===== config.mk =====
export PLATFORM = sky130hd
export DESIGN_NAME = uart_16550_loopback_registers_top_flat
export DESIGN_NICKNAME = d
export VERILOG_FILES = /design/src/sv/uart_lb_pkg.sv /design/src/sv/uart_lb_if.sv /design/src/sv/uart_lb_regs.sv /design/src/sv/uart_lb_outq.sv /design/src/sv/uart_16550_loopback_registers_top.sv /design/src/flat_wrapper.sv
export SDC_FILE = /design/constraint.sdc
export NUM_CORES = 1
export LEC_CHECK = 0
export BUFFER_PORTS_ARGS = -buffer_cell sky130_fd_sc_hd__buf_2
export CORE_ASPECT_RATIO = 1.4
export CORE_UTILIZATION = 25
export CTS_CLUSTER_DIAMETER = 30
export DETAILED_ROUTE_END_ITERATION = 8
export GPL_ROUTABILITY_DRIVEN = 0
export GPL_TIMING_DRIVEN = 0
export PLACE_DENSITY = 0.38
export RECOVER_POWER = 100
export SLEW_MARGIN = 20
export SYNTH_ARGS = -nofsm -noshare
export SYNTH_HDL_FRONTEND = slang
export SYNTH_SLANG_ARGS = --single-unit

===== constraint.sdc =====
create_clock -name clk -period 2.9 [get_ports clk]
set_clock_uncertainty 0.1 [all_clocks]
set_input_delay 0.58 -clock clk [delete_from_list [all_inputs] [get_ports clk]]
set_output_delay 0.58 -clock clk [all_outputs]
set_load 0.03 [all_outputs]

===== src/sv/uart_lb_pkg.sv =====
package uart_lb_pkg;

	localparam int FIFO_DEPTH = 16;
	localparam int PTR_W = $clog2(FIFO_DEPTH);
	localparam int CNT_W = $clog2(FIFO_DEPTH + 1);

	// access kinds
	localparam logic FUNC_READ  = 1'b0;
	localparam logic FUNC_WRITE = 1'b1;

	// register offsets
	localparam logic [2:0] OFF_RBR = 3'd0;
	localparam logic [2:0] OFF_IER = 3'd1;
	localparam logic [2:0] OFF_IIR = 3'd2;
	localparam logic [2:0] OFF_LCR = 3'd3;
	localparam logic [2:0] OFF_MCR = 3'd4;
	localparam logic [2:0] OFF_LSR = 3'd5;
	localparam logic [2:0] OFF_MSR = 3'd6;
	localparam logic [2:0] OFF_SCR = 3'd7;

	// interrupt identification codes
	localparam logic [7:0] IIR_RX_LINE  = 8'h06;
	localparam logic [7:0] IIR_RX_DATA  = 8'h04;
	localparam logic [7:0] IIR_THR_EMPT = 8'h02;
	localparam logic [7:0] IIR_MODEM    = 8'h00;
	localparam logic [7:0] IIR_NONE     = 8'h01;
	localparam logic [7:0] IIR_FIFO_ON  = 8'hC0;

	localparam logic [7:0] LSR_BASE    = 8'h60;
	localparam logic [7:0] LSR_DR      = 8'h01;
	localparam logic [7:0] LSR_OE      = 8'h02;
	localparam logic [7:0] MSR_FIXED   = 8'hB0;
	localparam logic [7:0] RX_EMPTY_RD = 8'hFF;

	typedef logic [PTR_W-1:0] ptr_t;
	typedef logic [CNT_W-1:0] cnt_t;

	typedef struct packed {
		logic       func;
		logic [2:0] reg_offset;
		logic [7:0] write_byte;
	} acc_t;

	function automatic ptr_t ptr_next(input ptr_t p);
		ptr_t r;
		if (p == PTR_W'(FIFO_DEPTH - 1)) begin
			r = '0;
		end else begin
			r = p + ptr_t'(1);
		end
		return r;
	endfunction

endpackage


===== src/sv/uart_lb_if.sv =====
interface uart_lb_req_if;
	logic       valid;
	logic       ready;
	logic       func;
	logic [2:0] reg_offset;
	logic [7:0] write_byte;

	modport source (output valid, output func, output reg_offset, output write_byte,
		input ready);
	modport sink (input valid, input func, input reg_offset, input write_byte,
		output ready);
endinterface

interface uart_lb_rsp_if;
	logic       valid;
	logic       ready;
	logic [7:0] read_byte;

	modport source (output valid, output read_byte, input ready);
	modport sink (input valid, input read_byte, output ready);
endinterface


===== src/sv/uart_lb_regs.sv =====
module uart_lb_regs (
	input  logic              clk,
	input  logic              arst_n,
	input  logic              acc_valid,
	input  uart_lb_pkg::acc_t acc,
	output logic [7:0]        rd_byte
);

	logic [7:0]        fifo_mem [uart_lb_pkg::FIFO_DEPTH];
	uart_lb_pkg::ptr_t wptr_q;
	uart_lb_pkg::ptr_t rptr_q;
	uart_lb_pkg::cnt_t fill_q;
	logic              ovr_q;
	logic [15:0]       dl_q;
	logic [7:0]        fcr_q;
	logic [3:0]        trig_q;
	logic [3:0]        ier_q;
	logic [7:0]        lcr_q;
	logic [7:0]        mcr_q;
	logic [7:0]        scr_q;

	logic       is_rd;
	logic       is_wr;
	logic       dl_sel;
	logic       empty;
	logic       full;
	logic       push;
	logic       push_ok;
	logic       pop;
	logic       fifo_clr;
	logic [7:0] iir;
	logic [7:0] lsr;
	logic [7:0] rd_data;
	logic [3:0] trig_new;

	assign is_rd  = acc_valid && (acc.func == uart_lb_pkg::FUNC_READ);
	assign is_wr  = acc_valid && (acc.func == uart_lb_pkg::FUNC_WRITE);
	// divisor latch access bit redirects the two lowest offsets
	assign dl_sel = lcr_q[7] && ((acc.reg_offset == uart_lb_pkg::OFF_RBR) ||
		(acc.reg_offset == uart_lb_pkg::OFF_IER));
	assign empty  = (fill_q == '0);
	assign full   = (fill_q == uart_lb_pkg::CNT_W'(uart_lb_pkg::FIFO_DEPTH));

	assign push     = is_wr && !dl_sel && (acc.reg_offset == uart_lb_pkg::OFF_RBR);
	assign push_ok  = push && !full;
	assign pop      = is_rd && !dl_sel && (acc.reg_offset == uart_lb_pkg::OFF_RBR) && !empty;
	assign fifo_clr = is_wr && (acc.reg_offset == uart_lb_pkg::OFF_IIR) &&
		(acc.write_byte[2:1] != 2'b00);

	always_comb begin
		priority if (ier_q[2] && ovr_q) begin
			iir = uart_lb_pkg::IIR_RX_LINE;
		end else if (ier_q[0] && (fill_q >= uart_lb_pkg::CNT_W'(trig_q))) begin
			iir = uart_lb_pkg::IIR_RX_DATA;
		end else if (ier_q[1]) begin
			iir = uart_lb_pkg::IIR_THR_EMPT;
		end else if (ier_q[3] && (mcr_q[1:0] != 2'b00)) begin
			iir = uart_lb_pkg::IIR_MODEM;
		end else begin
			iir = uart_lb_pkg::IIR_NONE;
		end
		if (fcr_q[0]) begin
			iir = iir | uart_lb_pkg::IIR_FIFO_ON;
		end
	end

	always_comb begin
		lsr = uart_lb_pkg::LSR_BASE;
		if (!empty) begin
			lsr = lsr | uart_lb_pkg::LSR_DR;
		end
		if (ovr_q) begin
			lsr = lsr | uart_lb_pkg::LSR_OE;
		end
	end

	always_comb begin
		if (dl_sel) begin
			rd_data = (acc.reg_offset == uart_lb_pkg::OFF_RBR) ? dl_q[7:0] : dl_q[15:8];
		end else begin
			unique case (acc.reg_offset)
				uart_lb_pkg::OFF_RBR: begin
					rd_data = empty ? uart_lb_pkg::RX_EMPTY_RD : fifo_mem[rptr_q];
				end
				uart_lb_pkg::OFF_IER: rd_data = {4'h0, ier_q};
				uart_lb_pkg::OFF_IIR: rd_data = iir;
				uart_lb_pkg::OFF_LCR: rd_data = lcr_q;
				uart_lb_pkg::OFF_MCR: rd_data = mcr_q;
				uart_lb_pkg::OFF_LSR: rd_data = lsr;
				uart_lb_pkg::OFF_MSR: rd_data = uart_lb_pkg::MSR_FIXED;
				default:              rd_data = scr_q;
			endcase
		end
	end

	assign rd_byte = is_rd ? rd_data : 8'h00;

	always_comb begin
		unique case (acc.write_byte[7:6])
			2'b00:   trig_new = 4'd1;
			2'b01:   trig_new = 4'd4;
			2'b10:   trig_new = 4'd8;
			default: trig_new = 4'd14;
		endcase
	end

	always_ff @(posedge clk) begin
		if (push_ok) begin
			fifo_mem[wptr_q] <= acc.write_byte;
		end
	end

	always_ff @(posedge clk or negedge arst_n) begin
		if (!arst_n) begin
			wptr_q <= '0;
			rptr_q <= '0;
			fill_q <= '0;
			ovr_q  <= 1'b0;
			dl_q   <= '0;
			fcr_q  <= '0;
			trig_q <= 4'd1;
			ier_q  <= '0;
			lcr_q  <= '0;
			mcr_q  <= '0;
			scr_q  <= '0;
		end else if (is_wr) begin
			if (dl_sel) begin
				if (acc.reg_offset == uart_lb_pkg::OFF_RBR) begin
					dl_q[7:0] <= acc.write_byte;
				end else begin
					dl_q[15:8] <= acc.write_byte;
				end
			end else begin
				unique case (acc.reg_offset)
					uart_lb_pkg::OFF_RBR: begin
						if (full) begin
							ovr_q <= 1'b1;
						end else begin
							wptr_q <= uart_lb_pkg::ptr_next(wptr_q);
							fill_q <= fill_q + uart_lb_pkg::cnt_t'(1);
							ovr_q  <= 1'b0;
						end
					end
					uart_lb_pkg::OFF_IER: ier_q <= acc.write_byte[3:0];
					uart_lb_pkg::OFF_IIR: begin
						fcr_q  <= acc.write_byte;
						trig_q <= trig_new;
						if (fifo_clr) begin
							wptr_q <= '0;
							rptr_q <= '0;
							fill_q <= '0;
							ovr_q  <= 1'b0;
						end
					end
					uart_lb_pkg::OFF_LCR: lcr_q <= acc.write_byte;
					uart_lb_pkg::OFF_MCR: mcr_q <= acc.write_byte;
					uart_lb_pkg::OFF_SCR: scr_q <= acc.write_byte;
					default: begin
						// status registers are read only
					end
				endcase
			end
		end else if (pop) begin
			rptr_q <= uart_lb_pkg::ptr_next(rptr_q);
			fill_q <= fill_q - uart_lb_pkg::cnt_t'(1);
		end
	end

	a_fill_bound: assert property (@(posedge clk) disable iff (!arst_n)
		fill_q <= uart_lb_pkg::CNT_W'(uart_lb_pkg::FIFO_DEPTH))
		else $error("rx fill count beyond depth");

	a_push_count: assert property (@(posedge clk) disable iff (!arst_n)
		push_ok |=> (fill_q == $past(fill_q) + uart_lb_pkg::cnt_t'(1)) && !ovr_q)
		else $error("push did not advance fill count");

	a_overrun: assert property (@(posedge clk) disable iff (!arst_n)
		(push && full) |=> ovr_q && (fill_q == $past(fill_q)))
		else $error("push into full fifo did not flag overrun");

	a_clear: assert property (@(posedge clk) disable iff (!arst_n)
		fifo_clr |=> (fill_q == '0) && (wptr_q == '0) && (rptr_q == '0) && !ovr_q)
		else $error("fifo clear incomplete");

endmodule


===== src/sv/uart_lb_outq.sv =====
module uart_lb_outq (
	input  logic       clk,
	input  logic       arst_n,
	input  logic       in_valid,
	output logic       in_ready,
	input  logic [7:0] in_byte,
	output logic       out_valid,
	input  logic       out_ready,
	output logic [7:0] out_byte
);

	logic [7:0] data_q [2];
	logic       wr_q;
	logic       rd_q;
	logic [1:0] count_q;
	logic       push;
	logic       pop;

	assign in_ready  = (count_q != 2'd2);
	assign out_valid = (count_q != 2'd0);
	assign out_byte  = data_q[rd_q];
	assign push      = in_valid && in_ready;
	assign pop       = out_valid && out_ready;

	always_ff @(posedge clk) begin
		if (push) begin
			data_q[wr_q] <= in_byte;
		end
	end

	always_ff @(posedge clk or negedge arst_n) begin
		if (!arst_n) begin
			wr_q    <= 1'b0;
			rd_q    <= 1'b0;
			count_q <= 2'd0;
		end else begin
			if (push) begin
				wr_q <= !wr_q;
			end
			if (pop) begin
				rd_q <= !rd_q;
			end
			unique case ({push, pop})
				2'b10:   count_q <= count_q + 2'd1;
				2'b01:   count_q <= count_q - 2'd1;
				default: count_q <= count_q;
			endcase
		end
	end

	a_count_bound: assert property (@(posedge clk) disable iff (!arst_n)
		count_q != 2'd3)
		else $error("output queue count out of range");

	a_ptr_match: assert property (@(posedge clk) disable iff (!arst_n)
		(wr_q ^ rd_q) == count_q[0])
		else $error("output queue pointers disagree with count");

	a_hold: assert property (@(posedge clk) disable iff (!arst_n)
		(out_valid && !out_ready) |=> out_valid && (out_byte == $past(out_byte)))
		else $error("waiting result lost");

endmodule


===== src/sv/uart_16550_loopback_registers_top.sv =====
// Loopback 16550-style UART register window. Each request item is one read or write at a
// 3-bit offset and yields exactly one response item (the register value on a read, zero on a
// write). Items are taken at one per cycle while ready is high: the access is decoded and
// the register file and 16-entry receive FIFO are updated at the accepting clock edge, and
// the result enters a two-slot output queue and is offered on the response channel in order.
// Request ready drops only while both queue slots hold results that have not been taken.
// No clearing pass follows reset; FIFO contents are only read after they have been written.
module uart_16550_loopback_registers_top (
	input  logic              clk,
	input  logic              arst_n,
	uart_lb_req_if.sink       req,
	uart_lb_rsp_if.source     rsp
);

	uart_lb_pkg::acc_t acc;
	logic              q_ready;
	logic              accept;
	logic [7:0]        rd_byte;

	assign acc.func       = req.func;
	assign acc.reg_offset = req.reg_offset;
	assign acc.write_byte = req.write_byte;
	assign req.ready      = q_ready;
	assign accept         = req.valid && q_ready;

	uart_lb_regs u_regs (
		.clk       (clk),
		.arst_n    (arst_n),
		.acc_valid (accept),
		.acc       (acc),
		.rd_byte   (rd_byte)
	);

	uart_lb_outq u_outq (
		.clk       (clk),
		.arst_n    (arst_n),
		.in_valid  (req.valid),
		.in_ready  (q_ready),
		.in_byte   (rd_byte),
		.out_valid (rsp.valid),
		.out_ready (rsp.ready),
		.out_byte  (rsp.read_byte)
	);

endmodule

===== src/flat_wrapper.sv =====
// flat-port wrapper written by rule: the top's interface ports become plain ports
module uart_16550_loopback_registers_top_flat 
  (clk, arst_n, req_valid, req_func, req_reg_offset, req_write_byte, req_ready, rsp_valid, rsp_read_byte, rsp_ready);
  uart_lb_req_if req_i ();
  uart_lb_rsp_if rsp_i ();
  input  logic clk;
  input  logic arst_n;
  input wire logic [$bits(req_i.valid)-1:0] req_valid;
  input wire logic [$bits(req_i.func)-1:0] req_func;
  input wire logic [$bits(req_i.reg_offset)-1:0] req_reg_offset;
  input wire logic [$bits(req_i.write_byte)-1:0] req_write_byte;
  output wire logic [$bits(req_i.ready)-1:0] req_ready;
  output wire logic [$bits(rsp_i.valid)-1:0] rsp_valid;
  output wire logic [$bits(rsp_i.read_byte)-1:0] rsp_read_byte;
  input wire logic [$bits(rsp_i.ready)-1:0] rsp_ready;
  assign req_i.valid = req_valid;
  assign req_i.func = req_func;
  assign req_i.reg_offset = req_reg_offset;
  assign req_i.write_byte = req_write_byte;
  assign req_ready = req_i.ready;
  assign rsp_valid = rsp_i.valid;
  assign rsp_read_byte = rsp_i.read_byte;
  assign rsp_i.ready = rsp_ready;
  uart_16550_loopback_registers_top u_core (.clk(clk), .arst_n(arst_n), .req(req_i), .rsp(rsp_i));
endmodule

==> summary.md <==
| Metric | Value |
|---|---|
| Hold Violations, Final | 0 |
| Clk slew on worst S/H paths | 0.05 ns |
| # DRC | 0 |
| Total Neg Setup Slack | 0 ns |
| Commonest non-fill, non-tap cell in the layout | edfxtp_1 |
| Share of cells above drive strength 1 | 28.1% |
| Sequential fraction of the synthesis area | 62.7% |
| Max-Cap Viols | 2 |
| Logic pwr share | 17.7% |
| Gr usage total | 14.7% |
| # IOs | 26 |
| Delay-heaviest family, CP | multiplexers |
| Cell Area, Synth | 9570 µm² |
| Worst R2R End | u_core.u_outq.data_q[0][7] |
| Syn avg cell area | 15.2 µm² |
| Htree depth | 2 |
| First-pass detailed-route iteration total | 4 |
| P per Cell Area | 920 nW/µm² |
| Leak pwr | 4.24 nW |
| CP required | 3.04 ns |
| Met1 WL | 11000 µm |
| Internal power | 0.00778 W |
| Reg area | 6000 µm² |
| Post-synth EDFFs | 144 |
| Top FF cell, synth | edfxtp_1 |
| Dpl hpwl | 18900 µm |
| Initial core utilization | 25.4% |
| Violated checks | capacitance limit, slew limit |
| Period utilisation layout | 93.8% |
| Pin count of the biggest net entering global routing | 39 |
| Post-Syn Instances | 631 |
| WL final | 27500 µm |
| Worst Path Class, Setup | reg -> reg |
| ANT nets after route | 0 |
| Filler cell count | 3726 |
| Multi-input logic area | 3250 µm² |
| Crit path time final | 2.72 ns |
| Area Growth Syn to Fin | 22.9% |
| Fin worst setup slack | 0.179 ns |
| Yosys warns | 0 |
| Hold_ws | 0.341 ns |
| Slowest cell on the critical path | dfrtp_1 |
| RSZ-0062 raised after global routing | false |
| Worst Max-Slew Pin Slew | 1.89 ns |
| Routed WL per cell | 22.8 µm |
| Clk Latency, worst-skew pair | 0.53 ns |
| Vias in the first global route | 6348 |
| Metal2 WL | 14900 µm |
| Worst-path fanout max | 10 |
| Post-synth top area cell | edfxtp_1 |
| Nets@finish | 732 |
| GRT Residual Overflow | 0 |
| Reg-to-reg startpoint | u_core.u_regs.rptr_q[0] |
| IO Port Bufs | 24 |
| Placed insts | 1129 |
| Max-slew violations | 56 |
| Worst min-delay path category | in -> reg |
| DP Worst Slack | -0.306 ns |
| WL met3 | 908 µm |
| Clk sinks | 211 |
| Core utilization of the finished layout | 31.3% |
| Worst hold stages | 3 |
| Buf+Inv Stages, Crit Path | 1 |
| Row count | 84 |
| Drt via density | 4.80 |
| Syn nets | 660 |
| Top Metal Used | met4 |
| P_sw | 0.00304 W |
| Worst setup path end | u_core.u_outq.data_q[0][7] |
| Number of DRC markers in iteration 0 | 262 |
| Global-route wire length before repair | 41600 µm |
| Die area | 39100 µm² |
| Async S/R FF share, synth | 31.8% |
| Worst Path Arrival | 2.87 ns |
| Critical Path Start Type | flip-flop |
| Fmax | 367 MHz |
| Worst-path cell chain | buf_6 -> mux4_2 -> mux2i_1 -> o2111ai_1 -> a2111oi_2 -> nor3_1 |
| WP depth | 6 |
| Post-Layout Cell Count | 1209 |
| Initial antenna violation count | 0 |
| # setup viols final | 0 |
| Setup crit start | u_core.u_regs.rptr_q[0] |
| Max stage delay on crit path | 0.58 ns |
| Max_slew headroom | -26.1% |
| Yosys reg bits | 211 |
| Ranking of synthesized cells by area | edfxtp_1 (45%), dfrtp_1 (17%), mux2_2 (8.2%) |
| Most frequent cells in the layout | edfxtp_1 (144), mux2_2 (69), dfrtp_1 (66), clkbuf_16 (47), nand2_1 (32) |
| Die X | 167 µm |
| Switching Fraction | 28.1% |
| N_diodes | 0 |
| Clk root buf | clkbuf_16 |
| Top-area cell type share of the netlist area | 45.2% |
| Critical Path Sink Type | flip-flop |
| Status | finished with violations |
| Reg power frac | 36.7% |
| Reg2reg path depth | 6 |
| CTS tree | done |
| DIE HEIGHT | 233 µm |
| Post CTS Setup Buffer Count | 0 |
| Clk buf depth | 3 |
| Core ar. | 37600 µm² |
| Peak supply drop | 0.404 mV |
| Cell variety after synth | 73 |
| Clock share of power | 45.6% |
| CTS buffer count | 44 |
| Flop-to-flop setup slack | 0.18 ns |
| Via count of the routed design | 5801 |
==> Yosys cell counts (all sizes together) (4+ instances only) <==
cell type / n
a211oi: 6
o2111ai: 4
nor4: 4
nor3: 11
mux2: 70
a2111oi: 4
and2: 19
nand4: 4
nor3b: 5
ha: 13
a21o: 5
nor2: 23
o211ai: 6
and3: 7
buf: 19
o21ai: 20
a21oi: 18
nand2: 32
nand3: 18
mux4: 24
a31oi: 6
o31ai: 4
a22oi: 8
inv: 16
clkbuf: 9
nor2b: 5
dfrtp: 66
mux2i: 12
edfxtp: 144
o22ai: 8
==> repair_timing <==
item                       in CTS  in global routing
hold buffers                    1                  0
hold endpoints to repair       28                  0
resized for setup               2                  8
setup endpoints to repair       4                 52
==> layer usage <==
| layer | track usage (%) | up-vias |
|---|---|---|
| met2 | 27.9 | 129 |
| met3 | 2.30 | 53 |
| met5 | 0 | - |
| li1 | - | 2638 |
| met4 | 5.50 | 0 |
| met1 | 16.3 | 2981 |
==> power groups by stage <==
stage          sequential [W]  combinational [W]  clock, W
3_3_place_gp          0.00400            0.00192         0
6_report              0.00398            0.00191   0.00493
5_1_grt               0.00403            0.00211   0.00517
4_1_cts               0.00397            0.00198   0.00505
3_5_place_dp          0.00402            0.00196         0
2_1_floorplan         0.00391            0.00139         0
==> cell type report <==
cell class | instances | area share [%]
plain buffers | 29 | 2.16
clock inverters | 28 | 2.40
flip-flops and latches | 211 | 51.0
clock buffers | 51 | 10.1
repair buffers | 26 | 1.06
inverters | 16 | 0.511
well taps | 473 | 5.03
multi-input cells | 375 | 27.7
==> worst min path at each step <==
| stage | from | to |
|---|---|---|
| 6_report | rsp_ready | u_core.u_outq.rd_q |
| 2_1_floorplan | arst_n | u_core.u_outq.count_q[0] |
| 3_5_place_dp | u_core.u_regs.trig_q[0] | u_core.u_regs.trig_q[0] |
| 4_1_cts | rsp_ready | u_core.u_outq.rd_q |
| 3_3_place_gp | u_core.u_regs.trig_q[0] | u_core.u_regs.trig_q[0] |
| 5_1_grt | rsp_ready | u_core.u_outq.rd_q |
==> logic make-up (layout without fill, tap and decap cells) <==
logic type	after synthesis	in the layout	share of synthesized area [%]
xor gates and xnor gates	6	6	0.549
buffers and inverters	45	150	3.36
and+or+nand+nor	140	140	8.10
adders and majority gates	13	13	1.70
muxes	106	106	15.5
DFF	211	211	62.7
AOI/OAI and AO/OA	110	110	8.02
==> through the flow <==
step | power, W | instance area (µm²)
2_1_floorplan | 0.00530 | 9570
3_3_place_gp | 0.00592 | 10300
3_5_place_dp | 0.00598 | 10300
4_1_cts | 0.0110 | 11800
5_1_grt | 0.0113 | 11800
6_report | 0.0108 | 11800
==> flip-flops by register name (all words and copies together) (netlist names), 5 cells and up <==
| signal | cells |
|---|---|
| u_core.u_regs.fifo_mem | 128 |
| u_core.u_outq.data_q | 16 |
| u_core.u_regs.dl_q | 16 |
| u_core.u_regs.lcr_q | 8 |
| u_core.u_regs.mcr_q | 8 |
| u_core.u_regs.scr_q | 8 |
| u_core.u_regs.fill_q | 5 |
==> tightest hold or removal path: cells and delay by family <==
kind	cells	cell delay, ns
XOR/XNOR	1	0.09
AND/OR/NAND/NOR	1	0.19
buffers and inverters	1	0.07
Note: power is estimated with default switching activity, not from simulation.
